### config.mk
export PLATFORM = sky130hd
export DESIGN_NAME = json_string_unescape_core
export DESIGN_NICKNAME = d
export VERILOG_FILES = /design/src/rtl/core/jsu_pkg.sv /design/src/rtl/core/jsu_front.sv /design/src/rtl/core/jsu_queue.sv /design/src/rtl/core/jsu_back.sv /design/src/rtl/core/json_string_unescape_core.sv
export SDC_FILE = /design/constraint.sdc
export NUM_CORES = 1
export LEC_CHECK = 0
export ABC_AREA = 0
export BUFFER_PORTS_ARGS = -buffer_cell sky130_fd_sc_hd__buf_2
export CAP_MARGIN = 20
export CORE_MARGIN = 4
export CORE_UTILIZATION = 35
export DETAILED_ROUTE_END_ITERATION = 10
export GPL_TIMING_DRIVEN = 0
export PLACE_DENSITY = 0.47
export SKIP_CTS_REPAIR_TIMING = 1
export SYNTH_ARGS = -nofsm -noshare
export SYNTH_HDL_FRONTEND = slang
export SYNTH_SLANG_ARGS = --single-unit
export TNS_END_PERCENT = 1
### constraint.sdc
create_clock -name clk -period 6.1 [get_ports clk]
set_input_delay 1.22 -clock clk [delete_from_list [all_inputs] [get_ports clk]]
set_output_delay 1.22 -clock clk [all_outputs]
set_load 0.005 [all_outputs]
### src/rtl/core/jsu_pkg.sv
`default_nettype none
package jsu_pkg;

    localparam int QUEUE_DEPTH_DEFAULT = 4;

    localparam logic [7:0] CH_BACKSLASH = 8'h5C;
    localparam logic [7:0] CH_SLASH     = 8'h2F;
    localparam logic [7:0] CH_QUOTE     = 8'h22;
    localparam logic [7:0] CH_LOWER_B   = 8'h62;
    localparam logic [7:0] CH_LOWER_T   = 8'h74;
    localparam logic [7:0] CH_LOWER_N   = 8'h6E;
    localparam logic [7:0] CH_LOWER_V   = 8'h76;
    localparam logic [7:0] CH_LOWER_F   = 8'h66;
    localparam logic [7:0] CH_LOWER_R   = 8'h72;
    localparam logic [7:0] CH_LOWER_X   = 8'h78;
    localparam logic [7:0] CH_LOWER_U   = 8'h75;
    localparam logic [7:0] CH_QUESTION  = 8'h3F;

    localparam logic [7:0] CTL_BS = 8'h08;
    localparam logic [7:0] CTL_HT = 8'h09;
    localparam logic [7:0] CTL_LF = 8'h0A;
    localparam logic [7:0] CTL_VT = 8'h0B;
    localparam logic [7:0] CTL_FF = 8'h0C;
    localparam logic [7:0] CTL_CR = 8'h0D;

    localparam logic [1:0] ERR_NONE = 2'd0;
    localparam logic [1:0] ERR_HEX2 = 2'd1;
    localparam logic [1:0] ERR_HEX4 = 2'd2;

    typedef struct packed {
        logic [7:0] char_in;
        logic       end_of_string;
    } item_t;

    typedef struct packed {
        logic [7:0] char_out;
        logic       has_char;
        logic       final_res;
        logic [1:0] escape_error;
    } result_t;

    // results of one item, as handed from decoder to serializer
    typedef struct packed {
        logic [1:0]      cnt;
        logic [2:0][7:0] data;
        logic            has_char;
        logic [1:0]      err;
        logic            last;
    } desc_t;

    function automatic logic hex_ok(input logic [7:0] c);
        return (c >= 8'h30 && c <= 8'h39) || (c >= 8'h61 && c <= 8'h66)
            || (c >= 8'h41 && c <= 8'h46);
    endfunction

    function automatic logic [3:0] hex_val(input logic [7:0] c);
        logic [3:0] v;
        v = 4'd0;
        if (c >= 8'h30 && c <= 8'h39)
        begin
            v = c[3:0];
        end
        else if ((c >= 8'h61 && c <= 8'h66) || (c >= 8'h41 && c <= 8'h46))
        begin
            v = c[3:0] + 4'd9;
        end
        return v;
    endfunction

endpackage
`default_nettype wire

### src/rtl/core/jsu_front.sv
`default_nettype none
module jsu_front
    import jsu_pkg::*;
(
    input  wire logic  clk,
    input  wire logic  rst_n,
    input  wire logic  accept,
    input  wire item_t item,
    output desc_t      desc,
    output logic       desc_push
);

    localparam logic [1:0] PH_PLAIN = 2'd0;
    localparam logic [1:0] PH_ESC   = 2'd1;
    localparam logic [1:0] PH_HEX2  = 2'd2;
    localparam logic [1:0] PH_HEX4  = 2'd3;

    logic [1:0]  phase_reg, phase_next;
    logic [1:0]  digits_reg, digits_next;
    logic [15:0] accum_reg, accum_next;
    logic        bad_reg, bad_next;
    logic [7:0]  held_reg [3];
    logic        held_we;

    always_comb
    begin
        logic [7:0]  c;
        logic        last;
        logic        quad;
        logic        done;
        logic [1:0]  herr;
        logic        nbad;
        logic [15:0] nacc;

        c    = item.char_in;
        last = item.end_of_string;
        quad = (phase_reg == PH_HEX4);
        herr = quad ? ERR_HEX4 : ERR_HEX2;
        done = quad ? (digits_reg == 2'd3) : (digits_reg != 2'd0);
        nbad = bad_reg | ~hex_ok(c);
        nacc = {accum_reg[11:0], hex_val(c)};

        phase_next  = phase_reg;
        digits_next = digits_reg;
        accum_next  = accum_reg;
        bad_next    = bad_reg;
        held_we     = 1'b0;

        desc          = '0;
        desc.has_char = 1'b1;
        desc.err      = ERR_NONE;
        desc.last     = last;

        unique case (phase_reg) inside
            PH_PLAIN:
            begin
                if (c == CH_BACKSLASH && !last)
                begin
                    phase_next = PH_ESC;
                end
                else
                begin
                    desc.cnt     = 2'd1;
                    desc.data[0] = c;
                end
            end
            PH_ESC:
            begin
                phase_next = PH_PLAIN;
                desc.cnt   = 2'd1;
                unique case (c) inside
                    CH_BACKSLASH: desc.data[0] = CH_BACKSLASH;
                    CH_SLASH:     desc.data[0] = CH_SLASH;
                    CH_QUOTE:     desc.data[0] = CH_QUOTE;
                    CH_LOWER_B:   desc.data[0] = CTL_BS;
                    CH_LOWER_T:   desc.data[0] = CTL_HT;
                    CH_LOWER_N:   desc.data[0] = CTL_LF;
                    CH_LOWER_V:   desc.data[0] = CTL_VT;
                    CH_LOWER_F:   desc.data[0] = CTL_FF;
                    CH_LOWER_R:   desc.data[0] = CTL_CR;
                    CH_LOWER_X, CH_LOWER_U:
                    begin
                        digits_next = 2'd0;
                        accum_next  = '0;
                        bad_next    = 1'b0;
                        if (last)
                        begin
                            desc.has_char = 1'b0;
                            desc.err      = (c == CH_LOWER_X) ? ERR_HEX2 : ERR_HEX4;
                        end
                        else
                        begin
                            desc.cnt   = 2'd0;
                            phase_next = (c == CH_LOWER_X) ? PH_HEX2 : PH_HEX4;
                        end
                    end
                    default:
                    begin
                        desc.cnt     = 2'd2;
                        desc.data[0] = CH_BACKSLASH;
                        desc.data[1] = c;
                    end
                endcase
            end
            PH_HEX2, PH_HEX4:
            begin
                if (done)
                begin
                    desc.cnt = 2'd1;
                    if (nbad)
                    begin
                        desc.data[0] = CH_QUESTION;
                        desc.err     = herr;
                    end
                    else if (!quad || nacc < 16'h0080)
                    begin
                        desc.data[0] = nacc[7:0];
                    end
                    else if (nacc < 16'h0800)
                    begin
                        desc.cnt     = 2'd2;
                        desc.data[0] = {3'b110, nacc[10:6]};
                        desc.data[1] = {2'b10, nacc[5:0]};
                    end
                    else
                    begin
                        desc.cnt     = 2'd3;
                        desc.data[0] = {4'b1110, nacc[15:12]};
                        desc.data[1] = {2'b10, nacc[11:6]};
                        desc.data[2] = {2'b10, nacc[5:0]};
                    end
                    phase_next  = PH_PLAIN;
                    digits_next = 2'd0;
                    accum_next  = '0;
                    bad_next    = 1'b0;
                end
                else if (last)
                begin
                    // string ends inside the escape: held digits go out raw
                    desc.cnt = digits_reg + 2'd1;
                    desc.err = herr;
                    for (int i = 0; i < 3; i++)
                    begin
                        if (2'(i) < digits_reg)
                        begin
                            desc.data[i] = held_reg[i];
                        end
                        else if (2'(i) == digits_reg)
                        begin
                            desc.data[i] = c;
                        end
                    end
                end
                else
                begin
                    desc.cnt    = 2'd0;
                    held_we     = (digits_reg != 2'd3);
                    digits_next = digits_reg + 2'd1;
                    accum_next  = nacc;
                    bad_next    = nbad;
                end
            end
            default:
            begin
                phase_next = PH_PLAIN;
            end
        endcase

        if (last)
        begin
            phase_next  = PH_PLAIN;
            digits_next = 2'd0;
            accum_next  = '0;
            bad_next    = 1'b0;
        end
    end

    assign desc_push = accept && (desc.cnt != 2'd0);

    always_ff @(posedge clk or negedge rst_n)
    begin
        if (!rst_n)
        begin
            phase_reg  <= PH_PLAIN;
            digits_reg <= 2'd0;
            accum_reg  <= '0;
            bad_reg    <= 1'b0;
        end
        else if (accept)
        begin
            phase_reg  <= phase_next;
            digits_reg <= digits_next;
            accum_reg  <= accum_next;
            bad_reg    <= bad_next;
        end
    end

    always_ff @(posedge clk)
    begin
        if (accept && held_we)
        begin
            held_reg[digits_reg] <= item.char_in;
        end
    end

endmodule
`default_nettype wire

### src/rtl/core/jsu_queue.sv
`default_nettype none
module jsu_queue
    import jsu_pkg::*;
#(
    parameter int DEPTH = QUEUE_DEPTH_DEFAULT
)
(
    input  wire logic  clk,
    input  wire logic  rst_n,
    input  wire logic  wr_en,
    input  wire desc_t wr_desc,
    output logic       q_full,
    input  wire logic  rd_en,
    output desc_t      rd_desc,
    output logic       q_empty
);

    localparam int PTR_W = (DEPTH > 1) ? $clog2(DEPTH) : 1;
    localparam int CNT_W = $clog2(DEPTH + 1);

    desc_t             mem_reg [DEPTH];
    logic [PTR_W-1:0]  wr_ptr_reg, rd_ptr_reg;
    logic [CNT_W-1:0]  count_reg;
    logic              do_wr, do_rd;

    assign q_full  = (count_reg == CNT_W'(DEPTH));
    assign q_empty = (count_reg == '0);
    assign do_wr   = wr_en && !q_full;
    assign do_rd   = rd_en && !q_empty;
    assign rd_desc = mem_reg[rd_ptr_reg];

    always_ff @(posedge clk or negedge rst_n)
    begin
        if (!rst_n)
        begin
            wr_ptr_reg <= '0;
            rd_ptr_reg <= '0;
            count_reg  <= '0;
        end
        else
        begin
            if (do_wr)
            begin
                wr_ptr_reg <= (wr_ptr_reg == PTR_W'(DEPTH - 1)) ? '0
                                                                 : wr_ptr_reg + PTR_W'(1);
            end
            if (do_rd)
            begin
                rd_ptr_reg <= (rd_ptr_reg == PTR_W'(DEPTH - 1)) ? '0
                                                                 : rd_ptr_reg + PTR_W'(1);
            end
            if (do_wr && !do_rd)
            begin
                count_reg <= count_reg + CNT_W'(1);
            end
            else if (do_rd && !do_wr)
            begin
                count_reg <= count_reg - CNT_W'(1);
            end
        end
    end

    always_ff @(posedge clk)
    begin
        if (do_wr)
        begin
            mem_reg[wr_ptr_reg] <= wr_desc;
        end
    end

endmodule
`default_nettype wire

### src/rtl/core/jsu_back.sv
`default_nettype none
module jsu_back
    import jsu_pkg::*;
(
    input  wire logic  clk,
    input  wire logic  rst_n,
    input  wire desc_t head,
    input  wire logic  head_empty,
    output logic       head_pop,
    output result_t    result,
    output logic       empty,
    input  wire logic  pop
);

    logic [1:0] idx_reg;
    logic       at_end;

    assign at_end   = (idx_reg == head.cnt - 2'd1);
    assign empty    = head_empty;
    assign head_pop = pop && !head_empty && at_end;

    always_comb
    begin
        result.char_out     = head.data[idx_reg];
        result.has_char     = head.has_char;
        result.final_res    = head.last && at_end;
        result.escape_error = head.err;
    end

    // walks the bytes of the head entry, one per transfer
    always_ff @(posedge clk or negedge rst_n)
    begin
        if (!rst_n)
        begin
            idx_reg <= 2'd0;
        end
        else if (pop && !head_empty)
        begin
            idx_reg <= at_end ? 2'd0 : idx_reg + 2'd1;
        end
    end

endmodule
`default_nettype wire

### src/rtl/core/json_string_unescape_core.sv
// JSON string unescape core: takes one string body byte per cycle while full is
// low and gives decoded bytes one per cycle while pop is high through a queue-style
// result port; a taken byte's results show once all older ones are taken. A decoder
// tracks escape state and turns each byte into zero to three result bytes; these
// wait in a queue of QUEUE_DEPTH entries and a serializer hands them out one per
// transfer, so a \u escape that yields three UTF-8 bytes holds the result side until
// all three are taken. full rises once QUEUE_DEPTH result groups of any size are
// waiting and falls the cycle after the serializer finishes the oldest group.
`default_nettype none
module json_string_unescape_core
    import jsu_pkg::*;
#(
    parameter int QUEUE_DEPTH = QUEUE_DEPTH_DEFAULT
)
(
    input  wire logic  clk,
    input  wire logic  rst_n,
    input  wire logic  push,
    output logic       full,
    input  wire item_t item,
    output logic       empty,
    input  wire logic  pop,
    output result_t    result
);

    desc_t front_desc;
    desc_t head_desc;
    logic  front_push;
    logic  head_empty;
    logic  head_pop;
    logic  accept;

    assign accept = push && !full;

    jsu_front u_front
    (
        .clk       (clk),
        .rst_n     (rst_n),
        .accept    (accept),
        .item      (item),
        .desc      (front_desc),
        .desc_push (front_push)
    );

    jsu_queue #(
        .DEPTH (QUEUE_DEPTH)
    ) u_queue
    (
        .clk     (clk),
        .rst_n   (rst_n),
        .wr_en   (front_push),
        .wr_desc (front_desc),
        .q_full  (full),
        .rd_en   (head_pop),
        .rd_desc (head_desc),
        .q_empty (head_empty)
    );

    jsu_back u_back
    (
        .clk        (clk),
        .rst_n      (rst_n),
        .head       (head_desc),
        .head_empty (head_empty),
        .head_pop   (head_pop),
        .result     (result),
        .empty      (empty),
        .pop        (pop)
    );

endmodule
`default_nettype wire

# Word level (Yosys, flattened, before mapping)
# Memory sizes are Yosys's and may differ from the RTL's.
# Index checks and enable logic that the tools add are counted.
# classes
n_addsub,8
n_lt_le_gt_ge,12
n_eq_ne,25
mux,70
n_bitwise,2
n_reduce_logical,37
# op_table
operator,count
two-way mux 8 bit,13
== test 8 x 7 -> 1 bit (second input constant),9
case mux 7 bit (9 select lines),1
two-way mux 12 bit,3
two-way mux 18 bit,2
two-way mux 2 bit,16
two-way mux 26 bit,1
two-way mux 24 bit,1
case mux 12 bit (2 select lines),1
case mux 8 bit (3 select lines),1
binary-select mux 8 bit (select 2 bit),1
== test 8 x 6 -> 1 bit (second input constant),2
greater-or-equal comparator 8 x 7 -> 1 bit (second input constant),2
less-or-equal comparator 8 x 7 -> 1 bit (second input constant),2
less-than comparator 16 x 12 -> 1 bit (second input constant),1
less-than comparator 16 x 8 -> 1 bit (second input constant),1
two-way mux 1 bit,16
case mux 8 bit (2 select lines),1
logical AND 1 bit,14
two-way mux 14 bit,1
two-way mux 3 bit,4
case mux 2 bit (2 select lines),3
case mux 2 bit (3 select lines),2
OR reduction 11 bit,1
32 further kinds,55
# totals
ff_bits,26
mem_bits_rw,144
in_bits,13
output_inout_bits,14
elab_cells,164
n_memories,2
# mem_list
memory,words,width,read_ports,rd_ports_with_merged_regs,write_ports,line,source
u_queue.mem_reg,4,30,1,0,1,jsu_queue.sv:21,desc_t mem_reg [DEPTH];
u_front.held_reg,3,8,3,0,1,jsu_front.sv:22,logic [7:0] held_reg [3];

# Depth between registers and ports, before layout
# logic_depth
ltp_word,18
mapped_depth,16
depth_no_buf,14

# Hierarchy
# Synthesis repeated with hierarchy kept, for this count alone.
# unflattened
hier_cells,589
area_unflattened_um2,8187.9
# by_module_without_submodules
module,n_inst,cells_each,area_per_inst_um2,seq_area_each_um2
jsu_queue,1,194,4765.8,3778.6
jsu_front,1,347,3069.2,1146.1
jsu_back,1,47,339.1,50.0
json_string_unescape_core,1,1,13.8,0.0

# Worst setup path after synthesis
# Ideal clock, no wire load.
# synth_path
kind,input-to-reg
start,in item[1] (netlist name)
end,"mem u_queue.mem_reg[2][0] (netlist name), enable pin"
setup_time_ns,0.390
t_arrival_ns,3.883
t_required_ns,5.710
slack_ns,1.827
stages,11
path_buffers,2
cell_sequence,buf_2 -> inv_1 -> ha_1 -> clkbuf_1 -> and4_1 -> o31ai_1 -> nand4_1 -> nor3_1 -> a21o_1 -> o21a_4 -> and2_1
# synth_lines
item,line,source
start: declaration,json_string_unescape_core.sv:20,"input wire item_t item,"
end: declaration,jsu_queue.sv:21,

==> run summary <==
Yosys reg bits = 170
Crit path max-delay family = simple AND/OR/NAND/NOR gates
Arrival @ worst endpoint = 5.03 ns
Yosys warns = 0
Die W = 160 um
CTS tree = done
Area of the mapped netlist = 8090 um2
IO Port Bufs = 26
Final worst-path cycle share = 81.5%
Max FFs per register = 120
Final wirelength = 21.2 mm
Area grow syn2layout = 13.5%
Routed vias = 5236
CP max-delay cell = and2_2
Power Dens Cells = 413 nW/um2
Post-synthesis mux area share = 11.7%
Number of buffers and inverters on the critical path = 4
CTS max path bufs = 2
Largest net degree at the start of global routing = 31
Most common library cells after synthesis = edfxtp_1 (144), nand2_1 (51), mux4_2 (30)
Setup ws final = 1.13 ns
Tightest Pin Transition = 1.06 ns
VDD IR max = 0.000234 V
Area contributors post-synth = edfxtp_1 (53%), mux4_2 (8.3%), dfrtp_1 (8.0%)
Top-count cell post-synth = edfxtp_1
Mapped Cells = 578
Largest family of logic cells by synthesized area = multiplexers
Startpoint Class = input pin
Pre-antenna DRT Iters = 6
Synth Area in Adders = 2.57%
Status = finished clean
Leakage dissipation = 3.22 nW
Crit. End Element = flop
Drt first-iter violations = 614
Antenna diode count = 0
Die height = 160 um
First-pass GRT wire length = 32.5 mm
Worst path max stage delay = 0.76 ns
Syn Area/Cell = 14.0 um2
Mapped Nets = 607
Clock latency at the later pin of the worst-skew pair = 0.44 ns
Compound-Gate Fraction of Synth Area = 11.3%
Vias in the first global route = 5340
H-tree Lvls = 4
Slew Viols, Final = 0
Netlist cell types = 75
CTS Buf Count = 17
Initial antenna violation count = 0
Post-synth EDFFs = 144
HPWL Detailed = 14.8 mm
Root Buffer Master = clkbuf_16
TNS Setup = 0 ns
Drt drc = 0
Per-cell routed wire length = 23.0 um
WP data required = 6.16 ns
Clock transition at path regs = 0.08 ns
Area of the core = 22700 um2
IO Pins = 27
Leading area contributor after synthesis = edfxtp_1
GR Overflow Total = 0
Setup violators final = 0
Post-synthesis simple-gate area fraction = 9.51%
Slew headroom = 28.5%
Setup WS pre-CTS = 0.656 ns
GRT Total Usage = 16.7%
Worst Clk Skew = 0.0119 ns
CP most frequent cell = buf_2
RSZ-0062 raised after global routing = false
Maximum clock frequency = 0.201 GHz
Filler instances = 2142
MaxCap Viol Count = 0
Final hold violations = 0
Initial Util = 35.6%
CP max FO = 30
Post-synth ARST share = 15.3%
Crit Path Class = input pin to flop
CTS sink cnt = 170
Row cnt = 55
Gpl congestion = 0.938
Seq/Total Area, Yosys = 61.5%
Hold Slack = 0.493 ns
Layout cells sized above 1 = 20.6%
NumNets Final = 653
Routed vias/inst = 5.68
Crit path time final = 4.97 ns
Area of the die = 25600 um2
Primary FF master, synth = edfxtp_1
Worst min path class = flop to flop
Post-DRT Antenna Nets = 0
XOR/XNOR Fraction of Synth Area = 0.433%
Top cell type's share of synthesized area = 53.4%
Cells along the critical path = buf_2 -> buf_2 -> inv_1 -> ha_1 -> clkbuf_1 -> and4_1 -> o31ai_1 -> nand4_1 -> nor3_1 -> a21o_1 -> o21a_4 -> and2_2
-- power by group --
group / switching [mW] / internal [mW]
logic: 0.630 / 0.474
clock network: 0.521 / 0.587
registers: 0.0630 / 1.52
-- cell families after synthesis --
| kind of cell | count (synthesis) |
|---|---|
| multiplexers | 55 |
| buffers and inverters | 59 |
| AO/OA/AOI/OAI | 132 |
| flip-flops | 170 |
| AND/OR/NAND/NOR | 142 |
| adder cells (fa/ha/maj) | 16 |
| XOR/XNOR | 4 |
-- routing by layer --
| metal | global-route usage, % | vias to the layer above | wire length [um] |
|---|---|---|---|
| met2 | 26.9 | 166 | 10200 |
| met4 | 5.79 | 0 | 444 |
| met3 | 2.68 | 35 | 825 |
| li1 | - | 2345 | - |
| met1 | 23.0 | 2690 | 9750 |
| met5 | 0 | - | 0 |
-- cell type report --
cell class | instances | area (um2) | share of cell area, %
inverters | 22 | 82.6 | 0.899
well taps | 285 | 357 | 3.88
multi-input cells | 349 | 2880 | 31.3
plain buffers | 37 | 163 | 1.77
clock inverters | 15 | 178 | 1.93
repair buffers | 27 | 135 | 1.47
clock buffers | 17 | 425 | 4.63
flip-flops and latches | 170 | 4970 | 54.1
-- stage by stage --
| step | total power [mW] | cells | instance area, um2 | util (%) |
|---|---|---|---|---|
| 2_1_floorplan | 2.35 | 578 | 8090 | - |
| 3_3_place_gp | 2.72 | 889 | 8580 | 37.8 |
| 3_5_place_dp | 2.75 | 890 | 8590 | 37.8 |
| 4_1_cts | 3.85 | 922 | 9190 | 40.5 |
| 5_1_grt | 4.00 | 922 | 9190 | 40.5 |
| 6_report | 3.80 | 922 | 9190 | 40.5 |
-- worst register-to-register path, stage by stage, from the launching register on --
cell and delay (ns):
dfrtp_1 0.51, ha_1 0.23, clkbuf_1 0.41, mux2i_1 0.30, o41ai_2 0.43, nand4b_1 0.33
o21a_4 0.35, ha_1 0.21, inv_1 0.07, fa_1 0.40, mux2_2 0.28
-- path summary, 6_finish.rpt --
path / startpoint / endpoint / slack, ns / cells past startpoint
setup / recovery: item[1] / u_queue.mem_reg[0][13] / 1.13 / 12
hold / removal: u_queue.count_reg[2] / u_queue.count_reg[2] / 0.49 / 1
setup reg to reg: u_front.digits_reg[1] / u_queue.count_reg[1] / 2.47 / 10
hold reg to reg: u_queue.count_reg[2] / u_queue.count_reg[2] / 0.49 / 1
max in group asynchronous: rst_n / u_front.accum_reg[10] / 4.89 / 1
min in group asynchronous: rst_n / u_queue.count_reg[0] / 0.78 / 1
-- cells in the final DEF (no fill, tap or decap), types with 8 or more instances in the layout --
cell type  synthesis  layout
a21oi_1           23      23
dfrtp_1           26      26
mux2_2             8       8
clkbuf_1          18      18
clkbuf_16          0      17
a22oi_1           13      13
o22ai_1           11      11
nor2_1            22      22
mux2i_1           15      15
a22o_1            15      15
edfxtp_1         144     144
ha_1              15      15
o21ai_0           26      26
nand2_1           51      51
inv_1             22      22
buf_2             10      37
mux4_2            30      30
nand3_1           11      11
Note: power is estimated with default switching activity, not from simulation.
